## config.mk

```make
export PLATFORM = sky130hd
export DESIGN_NAME = priority_bitmap_ready_queue
export DESIGN_NICKNAME = d
export VERILOG_FILES = /design/src/hw/rtl/pbrq_pkg.sv /design/src/hw/rtl/pbrq_ctrl.sv /design/src/hw/rtl/pbrq_datapath.sv /design/src/hw/rtl/priority_bitmap_ready_queue.sv
export SDC_FILE = /design/constraint.sdc
export NUM_CORES = 2
export LEC_CHECK = 0
export BUFFER_PORTS_ARGS = -buffer_cell sky130_fd_sc_hd__buf_4
export CAP_MARGIN = 10
export CORE_MARGIN = 3
export CORE_UTILIZATION = 61
export DETAILED_ROUTE_END_ITERATION = 6
export HOLD_SLACK_MARGIN = 0.02
export PLACE_DENSITY_LB_ADDON = 0.2
export SYNTH_ARGS = -nofsm -noshare
export SYNTH_HDL_FRONTEND = slang
export SYNTH_SLANG_ARGS = --single-unit
```

## constraint.sdc

```tcl
create_clock -name clk -period 10.1 [get_ports clk]
set_input_delay 0 -clock clk [delete_from_list [all_inputs] [get_ports clk]]
set_output_delay 0 -clock clk [all_outputs]
set_load 0.05 [all_outputs]
```

## src/hw/rtl/pbrq_pkg.sv

```systemverilog
// shared types and constants for the priority bitmap ready queue
package pbrq_pkg;

  // item field widths
  localparam int unsigned OP_W     = 2;
  localparam int unsigned THREAD_W = 6;
  localparam int unsigned LEVEL_W  = 5;

  // operation codes
  localparam logic [OP_W-1:0] OP_ENQUEUE = 2'd0;
  localparam logic [OP_W-1:0] OP_POP     = 2'd1;
  localparam logic [OP_W-1:0] OP_REMOVE  = 2'd2;

  // controller to datapath commands
  typedef struct packed {
    logic load;    // capture the item and issue the first memory reads
    logic fetch;   // pop only: reread the link memories at the head thread
    logic update;  // write the lists back and register the result
  } cmd_t;

  // datapath to controller status
  typedef struct packed {
    logic pop_req; // item on the input ports is a pop
  } status_t;

endpackage

```

## src/hw/rtl/pbrq_ctrl.sv

```systemverilog
// controller state machine for the priority bitmap ready queue
module pbrq_ctrl (
  input  logic             clk,
  input  logic             rst,
  input  logic             start,
  input  pbrq_pkg::status_t status,
  output pbrq_pkg::cmd_t   cmd,
  output logic             busy,
  output logic             done
);
  import pbrq_pkg::*;

  typedef enum logic [2:0] {
    ST_IDLE   = 3'b001,
    ST_FETCH  = 3'b010,
    ST_UPDATE = 3'b100
  } state_t;

  state_t state, state_next;

  // next state and commands
  always_comb begin
    cmd        = '0;
    state_next = state;
    unique case (state)
      ST_IDLE: begin
        if (start) begin
          cmd.load   = 1'b1;
          state_next = status.pop_req ? ST_FETCH : ST_UPDATE;
        end
      end
      ST_FETCH: begin
        cmd.fetch  = 1'b1;
        state_next = ST_UPDATE;
      end
      ST_UPDATE: begin
        cmd.update = 1'b1;
        state_next = ST_IDLE;
      end
      default: begin
        state_next = ST_IDLE;
      end
    endcase
  end

  assign busy = (state != ST_IDLE);

  // state and result strobe
  always_ff @(posedge clk) begin
    if (rst) begin
      state <= ST_IDLE;
      done  <= 1'b0;
    end else begin
      state <= state_next;
      done  <= cmd.update;
    end
  end

endmodule

```

## src/hw/rtl/pbrq_datapath.sv

```systemverilog
// list memories, flags, level bitmap and update logic of the ready queue
module pbrq_datapath #(
  parameter int unsigned LEVELS  = 32,
  parameter int unsigned THREADS = 64
) (
  input  logic                               clk,
  input  logic                               rst,
  input  pbrq_pkg::cmd_t                     cmd,
  input  logic [pbrq_pkg::OP_W-1:0]          operation,
  input  logic [pbrq_pkg::THREAD_W-1:0]      thread_index,
  input  logic [pbrq_pkg::LEVEL_W-1:0]       priority_level,
  output pbrq_pkg::status_t                  status,
  output logic [pbrq_pkg::THREAD_W-1:0]      popped_thread,
  output logic                               found,
  output logic                               error
);
  import pbrq_pkg::*;

  localparam int unsigned LW = (LEVELS > 1) ? $clog2(LEVELS) : 1;
  localparam int unsigned TW = (THREADS > 1) ? $clog2(THREADS) : 1;

  // lowest set bit of the level bitmap, the best non-empty level
  function automatic logic [LW-1:0] best_level(input logic [LEVELS-1:0] m);
    logic [LW-1:0] b;
    b = '0;
    for (int i = LEVELS - 1; i >= 0; i--) begin
      if (m[i]) b = LW'(i);
    end
    return b;
  endfunction

  // memories
  logic [TW-1:0] head_mem  [LEVELS];
  logic [TW-1:0] tail_mem  [LEVELS];
  logic [TW-1:0] next_mem  [THREADS];
  logic [TW-1:0] prev_mem  [THREADS];
  logic [LW-1:0] level_mem [THREADS];

  // flag and bitmap registers
  logic [LEVELS-1:0]  level_mask;
  logic [THREADS-1:0] has_next;
  logic [THREADS-1:0] has_prev;
  logic [THREADS-1:0] queued;

  // captured item
  logic [OP_W-1:0] op_q;
  logic [TW-1:0]   thr_q;
  logic [LW-1:0]   lv_q;
  logic            valid_q;
  logic            hit_q;

  // registered read data
  logic [TW-1:0] head_rd, tail_rd, next_rd, prev_rd;
  logic [LW-1:0] level_rd;

  // input decode
  logic [LW-1:0] lv_in;
  logic [TW-1:0] thr_in;
  logic          thr_ok;
  logic [TW-1:0] link_raddr;

  assign status.pop_req = (operation == OP_POP);
  assign thr_in = TW'(thread_index);
  assign thr_ok = ({3'b000, thread_index} < 9'(THREADS));
  assign lv_in  = ({1'b0, priority_level} >= 6'(LEVELS)) ? LW'(LEVELS - 1)
                                                         : LW'(priority_level);
  assign link_raddr = cmd.load ? thr_in : head_rd;

  // item capture
  always_ff @(posedge clk) begin
    if (cmd.load) begin
      op_q    <= operation;
      thr_q   <= thr_in;
      lv_q    <= lv_in;
      valid_q <= thr_ok;
      hit_q   <= (level_mask != '0);
    end else if (cmd.fetch) begin
      thr_q <= head_rd;
    end
  end

  // memory reads
  always_ff @(posedge clk) begin
    if (cmd.load) begin
      head_rd <= head_mem[best_level(level_mask)];
      tail_rd <= tail_mem[lv_in];
    end
    if (cmd.load || cmd.fetch) begin
      next_rd  <= next_mem[link_raddr];
      prev_rd  <= prev_mem[link_raddr];
      level_rd <= level_mem[link_raddr];
    end
  end

  // update decode
  logic cur_queued, cur_hp, cur_hn, lv_busy;
  logic do_enq, do_rem;

  assign cur_queued = queued[thr_q];
  assign cur_hp     = has_prev[thr_q];
  assign cur_hn     = has_next[thr_q];
  assign lv_busy    = level_mask[lv_q];

  assign do_enq = cmd.update && valid_q && (op_q == OP_ENQUEUE) && !cur_queued;
  assign do_rem = cmd.update &&
                  ((valid_q && (op_q == OP_REMOVE) && cur_queued) ||
                   ((op_q == OP_POP) && hit_q));

  // memory write ports
  logic          next_we, prev_we, head_we, tail_we;
  logic [TW-1:0] next_wa, next_wd, prev_wa, prev_wd, head_wd, tail_wd;
  logic [LW-1:0] head_wa, tail_wa;

  always_comb begin
    next_we = 1'b0; next_wa = tail_rd; next_wd = thr_q;
    prev_we = 1'b0; prev_wa = thr_q;   prev_wd = tail_rd;
    head_we = 1'b0; head_wa = lv_q;    head_wd = thr_q;
    tail_we = 1'b0; tail_wa = lv_q;    tail_wd = thr_q;
    if (do_enq) begin
      // append at the tail, or start a new list
      next_we = lv_busy;
      prev_we = lv_busy;
      head_we = !lv_busy;
      tail_we = 1'b1;
    end else if (do_rem) begin
      // unlink from the neighbors, or move head and tail
      next_we = cur_hp;  next_wa = prev_rd;  next_wd = next_rd;
      prev_we = cur_hn;  prev_wa = next_rd;  prev_wd = prev_rd;
      head_we = !cur_hp && cur_hn;  head_wa = level_rd;  head_wd = next_rd;
      tail_we = cur_hp && !cur_hn;  tail_wa = level_rd;  tail_wd = prev_rd;
    end
  end

  always_ff @(posedge clk) begin
    if (next_we) next_mem[next_wa] <= next_wd;
    if (prev_we) prev_mem[prev_wa] <= prev_wd;
    if (head_we) head_mem[head_wa] <= head_wd;
    if (tail_we) tail_mem[tail_wa] <= tail_wd;
    if (do_enq)  level_mem[thr_q]  <= lv_q;
  end

  // link flags and level bitmap
  always_ff @(posedge clk) begin
    if (rst) begin
      level_mask <= '0;
      has_next   <= '0;
      has_prev   <= '0;
      queued     <= '0;
    end else if (do_enq) begin
      has_next[thr_q] <= 1'b0;
      has_prev[thr_q] <= lv_busy;
      queued[thr_q]   <= 1'b1;
      if (lv_busy) begin
        has_next[tail_rd] <= 1'b1;
      end else begin
        level_mask[lv_q] <= 1'b1;
      end
    end else if (do_rem) begin
      if (cur_hp) has_next[prev_rd] <= cur_hn;
      if (cur_hn) has_prev[next_rd] <= cur_hp;
      if (!cur_hp && !cur_hn) level_mask[level_rd] <= 1'b0;
      has_next[thr_q] <= 1'b0;
      has_prev[thr_q] <= 1'b0;
      queued[thr_q]   <= 1'b0;
    end
  end

  // result registers
  always_ff @(posedge clk) begin
    if (cmd.update) begin
      popped_thread <= '0;
      found         <= 1'b0;
      error         <= 1'b0;
      priority if (op_q == OP_POP) begin
        if (hit_q) begin
          popped_thread <= THREAD_W'(thr_q);
          found         <= 1'b1;
        end
      end else if (valid_q && (op_q == OP_ENQUEUE)) begin
        error <= cur_queued;
      end else if (valid_q && (op_q == OP_REMOVE)) begin
        error <= !cur_queued;
      end
    end
  end

endmodule

```

## src/hw/rtl/priority_bitmap_ready_queue.sv

```systemverilog
// top level of the priority bitmap ready queue
//
//   channel   ports                                          handshake
//   command   operation, thread_index, priority_level        start, busy
//   result    popped_thread, found, error                    done
//
// An item is taken at an edge with start high and busy low; its result is
// shown for one cycle with done high and cannot be held off.
// Enqueue and remove take 2 cycles: one registered read of the link and level
// memories, then one write-back cycle. Pop takes 3 cycles, since the head
// thread must be read from the head memory before its links can be read.
// rst is synchronous; it clears the bitmap and the per-thread flags at once.
module priority_bitmap_ready_queue #(
  parameter int unsigned LEVELS  = 32,
  parameter int unsigned THREADS = 64
) (
  input  logic                          clk,
  input  logic                          rst,
  input  logic                          start,
  output logic                          busy,
  input  logic [pbrq_pkg::OP_W-1:0]     operation,
  input  logic [pbrq_pkg::THREAD_W-1:0] thread_index,
  input  logic [pbrq_pkg::LEVEL_W-1:0]  priority_level,
  output logic                          done,
  output logic [pbrq_pkg::THREAD_W-1:0] popped_thread,
  output logic                          found,
  output logic                          error
);
  import pbrq_pkg::*;

  cmd_t    cmd;
  status_t status;

  // sequencing
  pbrq_ctrl u_ctrl (
    .clk    (clk),
    .rst    (rst),
    .start  (start),
    .status (status),
    .cmd    (cmd),
    .busy   (busy),
    .done   (done)
  );

  // lists and bitmap
  pbrq_datapath #(
    .LEVELS  (LEVELS),
    .THREADS (THREADS)
  ) u_datapath (
    .clk            (clk),
    .rst            (rst),
    .cmd            (cmd),
    .operation      (operation),
    .thread_index   (thread_index),
    .priority_level (priority_level),
    .status         (status),
    .popped_thread  (popped_thread),
    .found          (found),
    .error          (error)
  );

endmodule

```

-- Word level (Yosys, flattened, before mapping)
Memory sizes are Yosys's and may differ from the RTL's. A register that Yosys moved wholly into a read port is not among the register bits.
Cells that the tools add are included.
- bits in registers: 250
- RAM bits: 1472
- word-level logic and storage cells: 190
- memories: 5
- output and inout bits: 10
- input port bits: 16
- memory list (name ; words ; bits a word ; read ports ; clocked after Yosys merged registers in ; write ports ; RTL line ; text):
    u_datapath.next_mem ; 64 ; 6 ; 1 ; 1 ; 1 ; pbrq_datapath.sv:35 ; logic [TW-1:0] next_mem [THREADS];
    u_datapath.prev_mem ; 64 ; 6 ; 1 ; 1 ; 1 ; pbrq_datapath.sv:36 ; logic [TW-1:0] prev_mem [THREADS];
    u_datapath.level_mem ; 64 ; 5 ; 1 ; 1 ; 1 ; pbrq_datapath.sv:37 ; logic [LW-1:0] level_mem [THREADS];
    u_datapath.head_mem ; 32 ; 6 ; 1 ; 1 ; 1 ; pbrq_datapath.sv:33 ; logic [TW-1:0] head_mem [LEVELS];
    u_datapath.tail_mem ; 32 ; 6 ; 1 ; 1 ; 1 ; pbrq_datapath.sv:34 ; logic [TW-1:0] tail_mem [LEVELS];
- eq/ne operators: 9
- reductions and logical operators: 27
- order comparisons: 12
- muxes and demuxes: 114
- bitwise operators: 10
- operators by type and width (kind ; count):
    $mux 64 ; 15
    $and 64x64->64 ; 4
    $bwmux 64 ; 3
    $mux 5 ; 35
    $mux 32 ; 4
    $or 64x64->64 ; 2
    $not 64->64 ; 1
    $mux 6 ; 9
    $mux 1 ; 35
    $and 32x32->32 ; 1
    $not 32->32 ; 1
    $or 32x32->32 ; 1
    $reduce_bool 32->1 ; 1
    $lt 6x7->1 const B ; 4
    $demux 1 s6 ; 4
    $ge 6x1->1 const B ; 4
    $bmux 1 s6 ; 3
    $logic_and 1x1->1 ; 14
    $lt 5x6->1 const B ; 2
    $demux 1 s5 ; 2
    $ge 5x1->1 const B ; 2
    $mux 3 ; 2
    $pmux 3 s2 ; 1
    $reduce_bool 2->1 ; 3
    13 further kinds ; 19

-- Depth between registers and ports, before layout
- word-level depth: 33
- mapped depth: 17

-- Modules after synthesis
A second synthesis with hierarchy kept.
- cells, all modules: 6321
- area total of the unflattened synthesis: 75817.7 µm²
- modules (own cells, without submodules) (module ; area an instance (µm²) ; cells an instance ; times used ; sequential area each (µm²)):
    pbrq_datapath ; 75648.8 ; 6306 ; 1 ; 50218.2
    pbrq_ctrl ; 168.9 ; 15 ; 1 ; 80.1

-- Worst setup path before layout
No wires, ideal clock.
- kind: flip-flop to flip-flop
- start point: reg u_datapath.thr_q[2]
- end point: mem u_datapath.head_mem[0][0] (netlist name) (data pin)
- arrival: 6.300 ns
- buffers on the path: 6
- slack: 2.850 ns
- stages on the path, launching flop included: 14
- setup time: 0.950 ns
- period minus slack after synthesis: 7.250 ns
- cells stage by stage: edfxtp_1 -> buf_4 -> buf_2 -> nor2_1 -> a22o_1 -> a221oi_2 -> o22ai_1 -> nor2_1 -> a31o_2 -> buf_2 -> buf_1 -> clkbuf_1 -> clkbuf_1 -> o21ai_0
- longest elaborated chain between the ends: 7
- RTL lines (element ; RTL line ; text):
    start, declared ; pbrq_datapath.sv:47 ; logic [TW-1:0] thr_q;
    start signal, assigned ; pbrq_datapath.sv:73 ; thr_q <= thr_in;
    start signal, assigned ; pbrq_datapath.sv:78 ; thr_q <= head_rd;
    $bmux 1 s6 * ; pbrq_datapath.sv:99 ; assign cur_queued = queued[thr_q];
    $mux 1 (implied by the code) * ; pbrq_datapath.sv:99 ;
    $logic_and 1x1->1 ; pbrq_datapath.sv:106 ; ((valid_q && (op_q == OP_REMOVE) && cur_queued) ||
    $logic_or 1x1->1 ; pbrq_datapath.sv:106 ;
    $logic_and 1x1->1 ; pbrq_datapath.sv:105 ; assign do_rem = cmd.update &&
    $mux 6 ; pbrq_datapath.sv:125 ; end else if (do_rem) begin
    $mux 6 * ; pbrq_datapath.sv:119 ; if (do_enq) begin
    via u_datapath.head_wd[0] ; pbrq_datapath.sv:111 ; logic [TW-1:0] next_wa, next_wd, prev_wa, prev_wd, head_wd, tail_wd;
    end, declared ; pbrq_datapath.sv:33 ;
The timed path passes the listed nets; every way through them passes the cells marked *. The select of a mux whose other input is x is not followed.

-- Final worst setup path
- start point: reg u_datapath.thr_q[4]
- end point: mem u_datapath.next_mem[27][5] (netlist name) (enable)
- longest elaborated chain between the ends: 9
- RTL lines (element ; RTL line ; text):
    $bmux 1 s6 ; pbrq_datapath.sv:99 ;
    $mux 1 (implied by the code) ; pbrq_datapath.sv:99 ;
    $logic_and 1x1->1 ; pbrq_datapath.sv:106 ;
    $logic_or 1x1->1 ; pbrq_datapath.sv:106 ;
    $logic_and 1x1->1 ; pbrq_datapath.sv:105 ;
    $mux 1 ; pbrq_datapath.sv:125 ;
    $mux 1 ; pbrq_datapath.sv:119 ;
    $mux 1 ; pbrq_datapath.sv:135 ; if (next_we) next_mem[next_wa] <= next_wd;
    $mux 1 (implied by the code) ; pbrq_datapath.sv:135 ;
    end, declared ; pbrq_datapath.sv:35 ;
Several ways; a longest one is shown, not always the timed one. The select of a mux whose other input is x is not followed.

==> flow_metrics.env <==
export IMPL_antenna_left=0
export IMPL_final_area_sq_um=83300
export IMPL_cts_hold_buf=16
export IMPL_fp_row_count=128
export IMPL_finalSetupTns_ps=0
export IMPL_worst_setup_path_type="flop to flop"
export IMPL_finalClockSkew_ps=31.6
export IMPL_synth_top_cell_area_share_pct=60.2
export IMPL_post_cts_resized=0
export IMPL_grt_pass1_vias=51619
export IMPL_synth_most_common_cell="edfxtp_1"
export IMPL_tightest_slew_ps=1460
export IMPL_routed_wl_um=221000
export IMPL_die_h_um=359
export IMPL_routedWlPerCell_um=27.8
export IMPL_vias=54108
export IMPL_rsz0062_at_grt="false"
export IMPL_die_w_um=359
export IMPL_hold_path_class="input pin to flop"
export IMPL_ir_worst_vdd_mv=0.172
export IMPL_track_usage_pct=33.5
export IMPL_place_area_sq_um=77500
export IMPL_period_needed_ps=6260
export IMPL_grt_pass1_wl_um=327000
export IMPL_clk_path_buf_depth=3
export IMPL_ys_seq_area_share_pct=66.2
export IMPL_drtPass1Iterations=7
export IMPL_antenna_found_initial=10
export IMPL_cp_end_kind="flop"
export IMPL_nets=6170
export IMPL_finalHoldViolCount=0
export IMPL_tritoncts="done"
export IMPL_fp_coreArea_sq_um=123000
export IMPL_ys_warn_count=0
export IMPL_fin_ws_ps=3840
export IMPL_violations="DRC"
export IMPL_gp_congestion=1.06
export IMPL_clock_fmax_mhz=160
export IMPL_leakage_nw=28.3
export IMPL_io_buffer_count=25
export IMPL_outcome="finished with violations"
export IMPL_synth_area_top_cells="edfxtp_1 60%, nand2_1 7.0%, dfxtp_1 6.0%, nand3_1 4.2%, mux2i_1 3.0%"
export IMPL_dp_cells=7585
export IMPL_power_density_nw_per_um2=191
export IMPL_synth_area_sq_um=75900
export IMPL_cp_required_ps=10530
export IMPL_synth_distinct_cells=86
export IMPL_synth_commonest_cells="1523 x edfxtp_1, 1411 x nand2_1, 638 x nand3_1"
export IMPL_startpoint_type="flop"
export IMPL_synth_fp_nets=6338
export IMPL_worst_ep_arrival_time_ps=6690
export IMPL_die_area_sq_um=129000
export IMPL_setup_violations=0
export IMPL_ys_seq_elements=1751
export IMPL_reg2reg_depth=9
export IMPL_route_detailed_drc=33
export IMPL_htree_levels=4
export IMPL_drv_cap=0
export IMPL_initial_core_util_pct=61.9
export IMPL_ys_flop_type="edfxtp_1"
export IMPL_cts_setup_buffers=0
export IMPL_insertion_delay_ps=820
export IMPL_overflow=0
export IMPL_relSlewSlack_pct=2.66
export IMPL_yosys_area_top_type="edfxtp_1"
export IMPL_synth_edf_count=1523
export IMPL_syn_area_per_cell_sq_um=12.0
export IMPL_ioPinCount=26
export IMPL_clk_pin_slew_ps=60
export IMPL_drive_above_1_share_pct=9.53
export IMPL_clock_sinks=1751
export IMPL_dp_hpwl_um=132000
export IMPL_cts_buffers=173
export IMPL_period_share_pct=62.0
export IMPL_hold_depth=4
export IMPL_crit_fanout=50
export IMPL_avgViaCountPerCell=6.83
export IMPL_syn_inst=6322
export IMPL_area_growth_pct=9.64
export IMPL_final_max_slew_viol_count=0
export IMPL_preCtsSetupSlack_ps=4190
export IMPL_cts_root_buf="clkbuf_16"
export IMPL_fin_cells=7926
export IMPL_drtIter0Drc=9038
export IMPL_async_reset_ff_share_pct=0
export IMPL_grt_max_degree=172
-- layout by cell type (no fill, tap or decap), types with 37 or more instances in the layout --
cell type and instances:
a211oi_1 62, a32oi_1 56, nor2_1 202, a21oi_1 148, a31oi_1 90, nor3_1 141
o22ai_1 61, inv_1 77, and3_1 97, nor2b_1 42, dfxtp_1 228, clkbuf_1 37
mux4_2 84, mux2i_1 221, o21ai_0 156, clkbuf_16 178, a311oi_1 169, nand3_1 638
nand2_1 1404, edfxtp_1 1523, buf_4 129
-- power breakdown --
| part | switching [mW] | leakage [nW] | internal [mW] |
|---|---|---|---|
| combinational | 1.15 | 9.98 | 0.356 |
| clock | 2.72 | 2.74 | 3.63 |
| sequential | 0.0638 | 15.5 | 7.95 |
| total | 3.93 | 28.3 | 11.9 |
-- metal layers --
metal | GRT usage, % | part of all wire (%) | up-vias
met3 | 9.49 | 13 | 757
li1 | - | - | 23342
met1 | 46.4 | 38 | 26241
met4 | 16.6 | 5.4 | 8
met5 | 0.333 | 0.024 | -
met2 | 48.9 | 44 | 3760
-- flip-flops by register name, summed over array words and instances (netlist names), 2 cells and up, named ones only --
| name | cells |
|---|---|
| u_datapath.next_mem | 384 |
| u_datapath.prev_mem | 384 |
| u_datapath.level_mem | 320 |
| u_datapath.head_mem | 192 |
| u_datapath.tail_mem | 192 |
| u_datapath.has_next | 64 |
| u_datapath.has_prev | 64 |
| u_datapath.level_mask | 32 |
| u_datapath.head_rd | 6 |
| u_datapath.next_rd | 6 |
| u_datapath.popped_thread | 6 |
| u_datapath.prev_rd | 6 |
| u_datapath.tail_rd | 6 |
| u_datapath.thr_q | 6 |
| u_datapath.level_rd | 5 |
| u_datapath.lv_q | 5 |
| u_ctrl.state | 3 |
| u_datapath.op_q | 2 |
-- cell families (layout without fill, tap and decap cells) --
group,after synthesis,in the layout,synth area share [%]
other,0,3,0
muxes,349,349,6.05
and+or+nand+nor,2694,2694,15.9
xor gates and xnor gates,1,1,0.0115
AOI/OAI and AO/OA,946,946,8.75
buffers and inverters,581,557,3.05
DFF,1751,1751,66.2
-- per-stage QoR --
step	utilization (%)	hold slack, ps	power, mW
after floorplan	-	75.7	9.02
after global placement	63.1	200	9.59
after detailed placement	63.1	195	9.60
after CTS	67.8	57.8	15.9
after global routing	67.9	118	16.3
final	67.9	107	15.9
-- critical path, cell delays in order (launching register included) --
cell and delay [ps]:
edfxtp_1 770, nor2b_1 880, nand2_1 640, o22ai_1 390
nor2_1 150, a31oi_4 640, buf_4 780, mux2_2 460
nand2b_1 400, nor3_1 730
-- worst paths after layout --
path                                      start                                    to  slack, ps
setup / recovery  u_datapath.thr_q[4]$_DFFE_PP_  u_datapath.next_mem[27][5]$_DFFE_PP_       3840
hold / removal                     operation[0]          u_ctrl.state[2]$_SDFFE_PP0P_        110
setup reg to reg  u_datapath.thr_q[4]$_DFFE_PP_  u_datapath.next_mem[27][5]$_DFFE_PP_       3840
hold reg to reg                            flop                                  flop        470
-- area by class of cell --
cell class | instances | area, sq um
fillers | 8715 | 39400
clock inverters | 95 | 883
clock buffers | 224 | 4720
well taps | 1625 | 2030
multi-input cells | 3990 | 23700
inverters | 85 | 335
diodes | 3 | 7.51
flip-flops and latches | 1751 | 50300
repair buffers | 153 | 1260
Note: power is estimated with default switching activity, not from simulation.
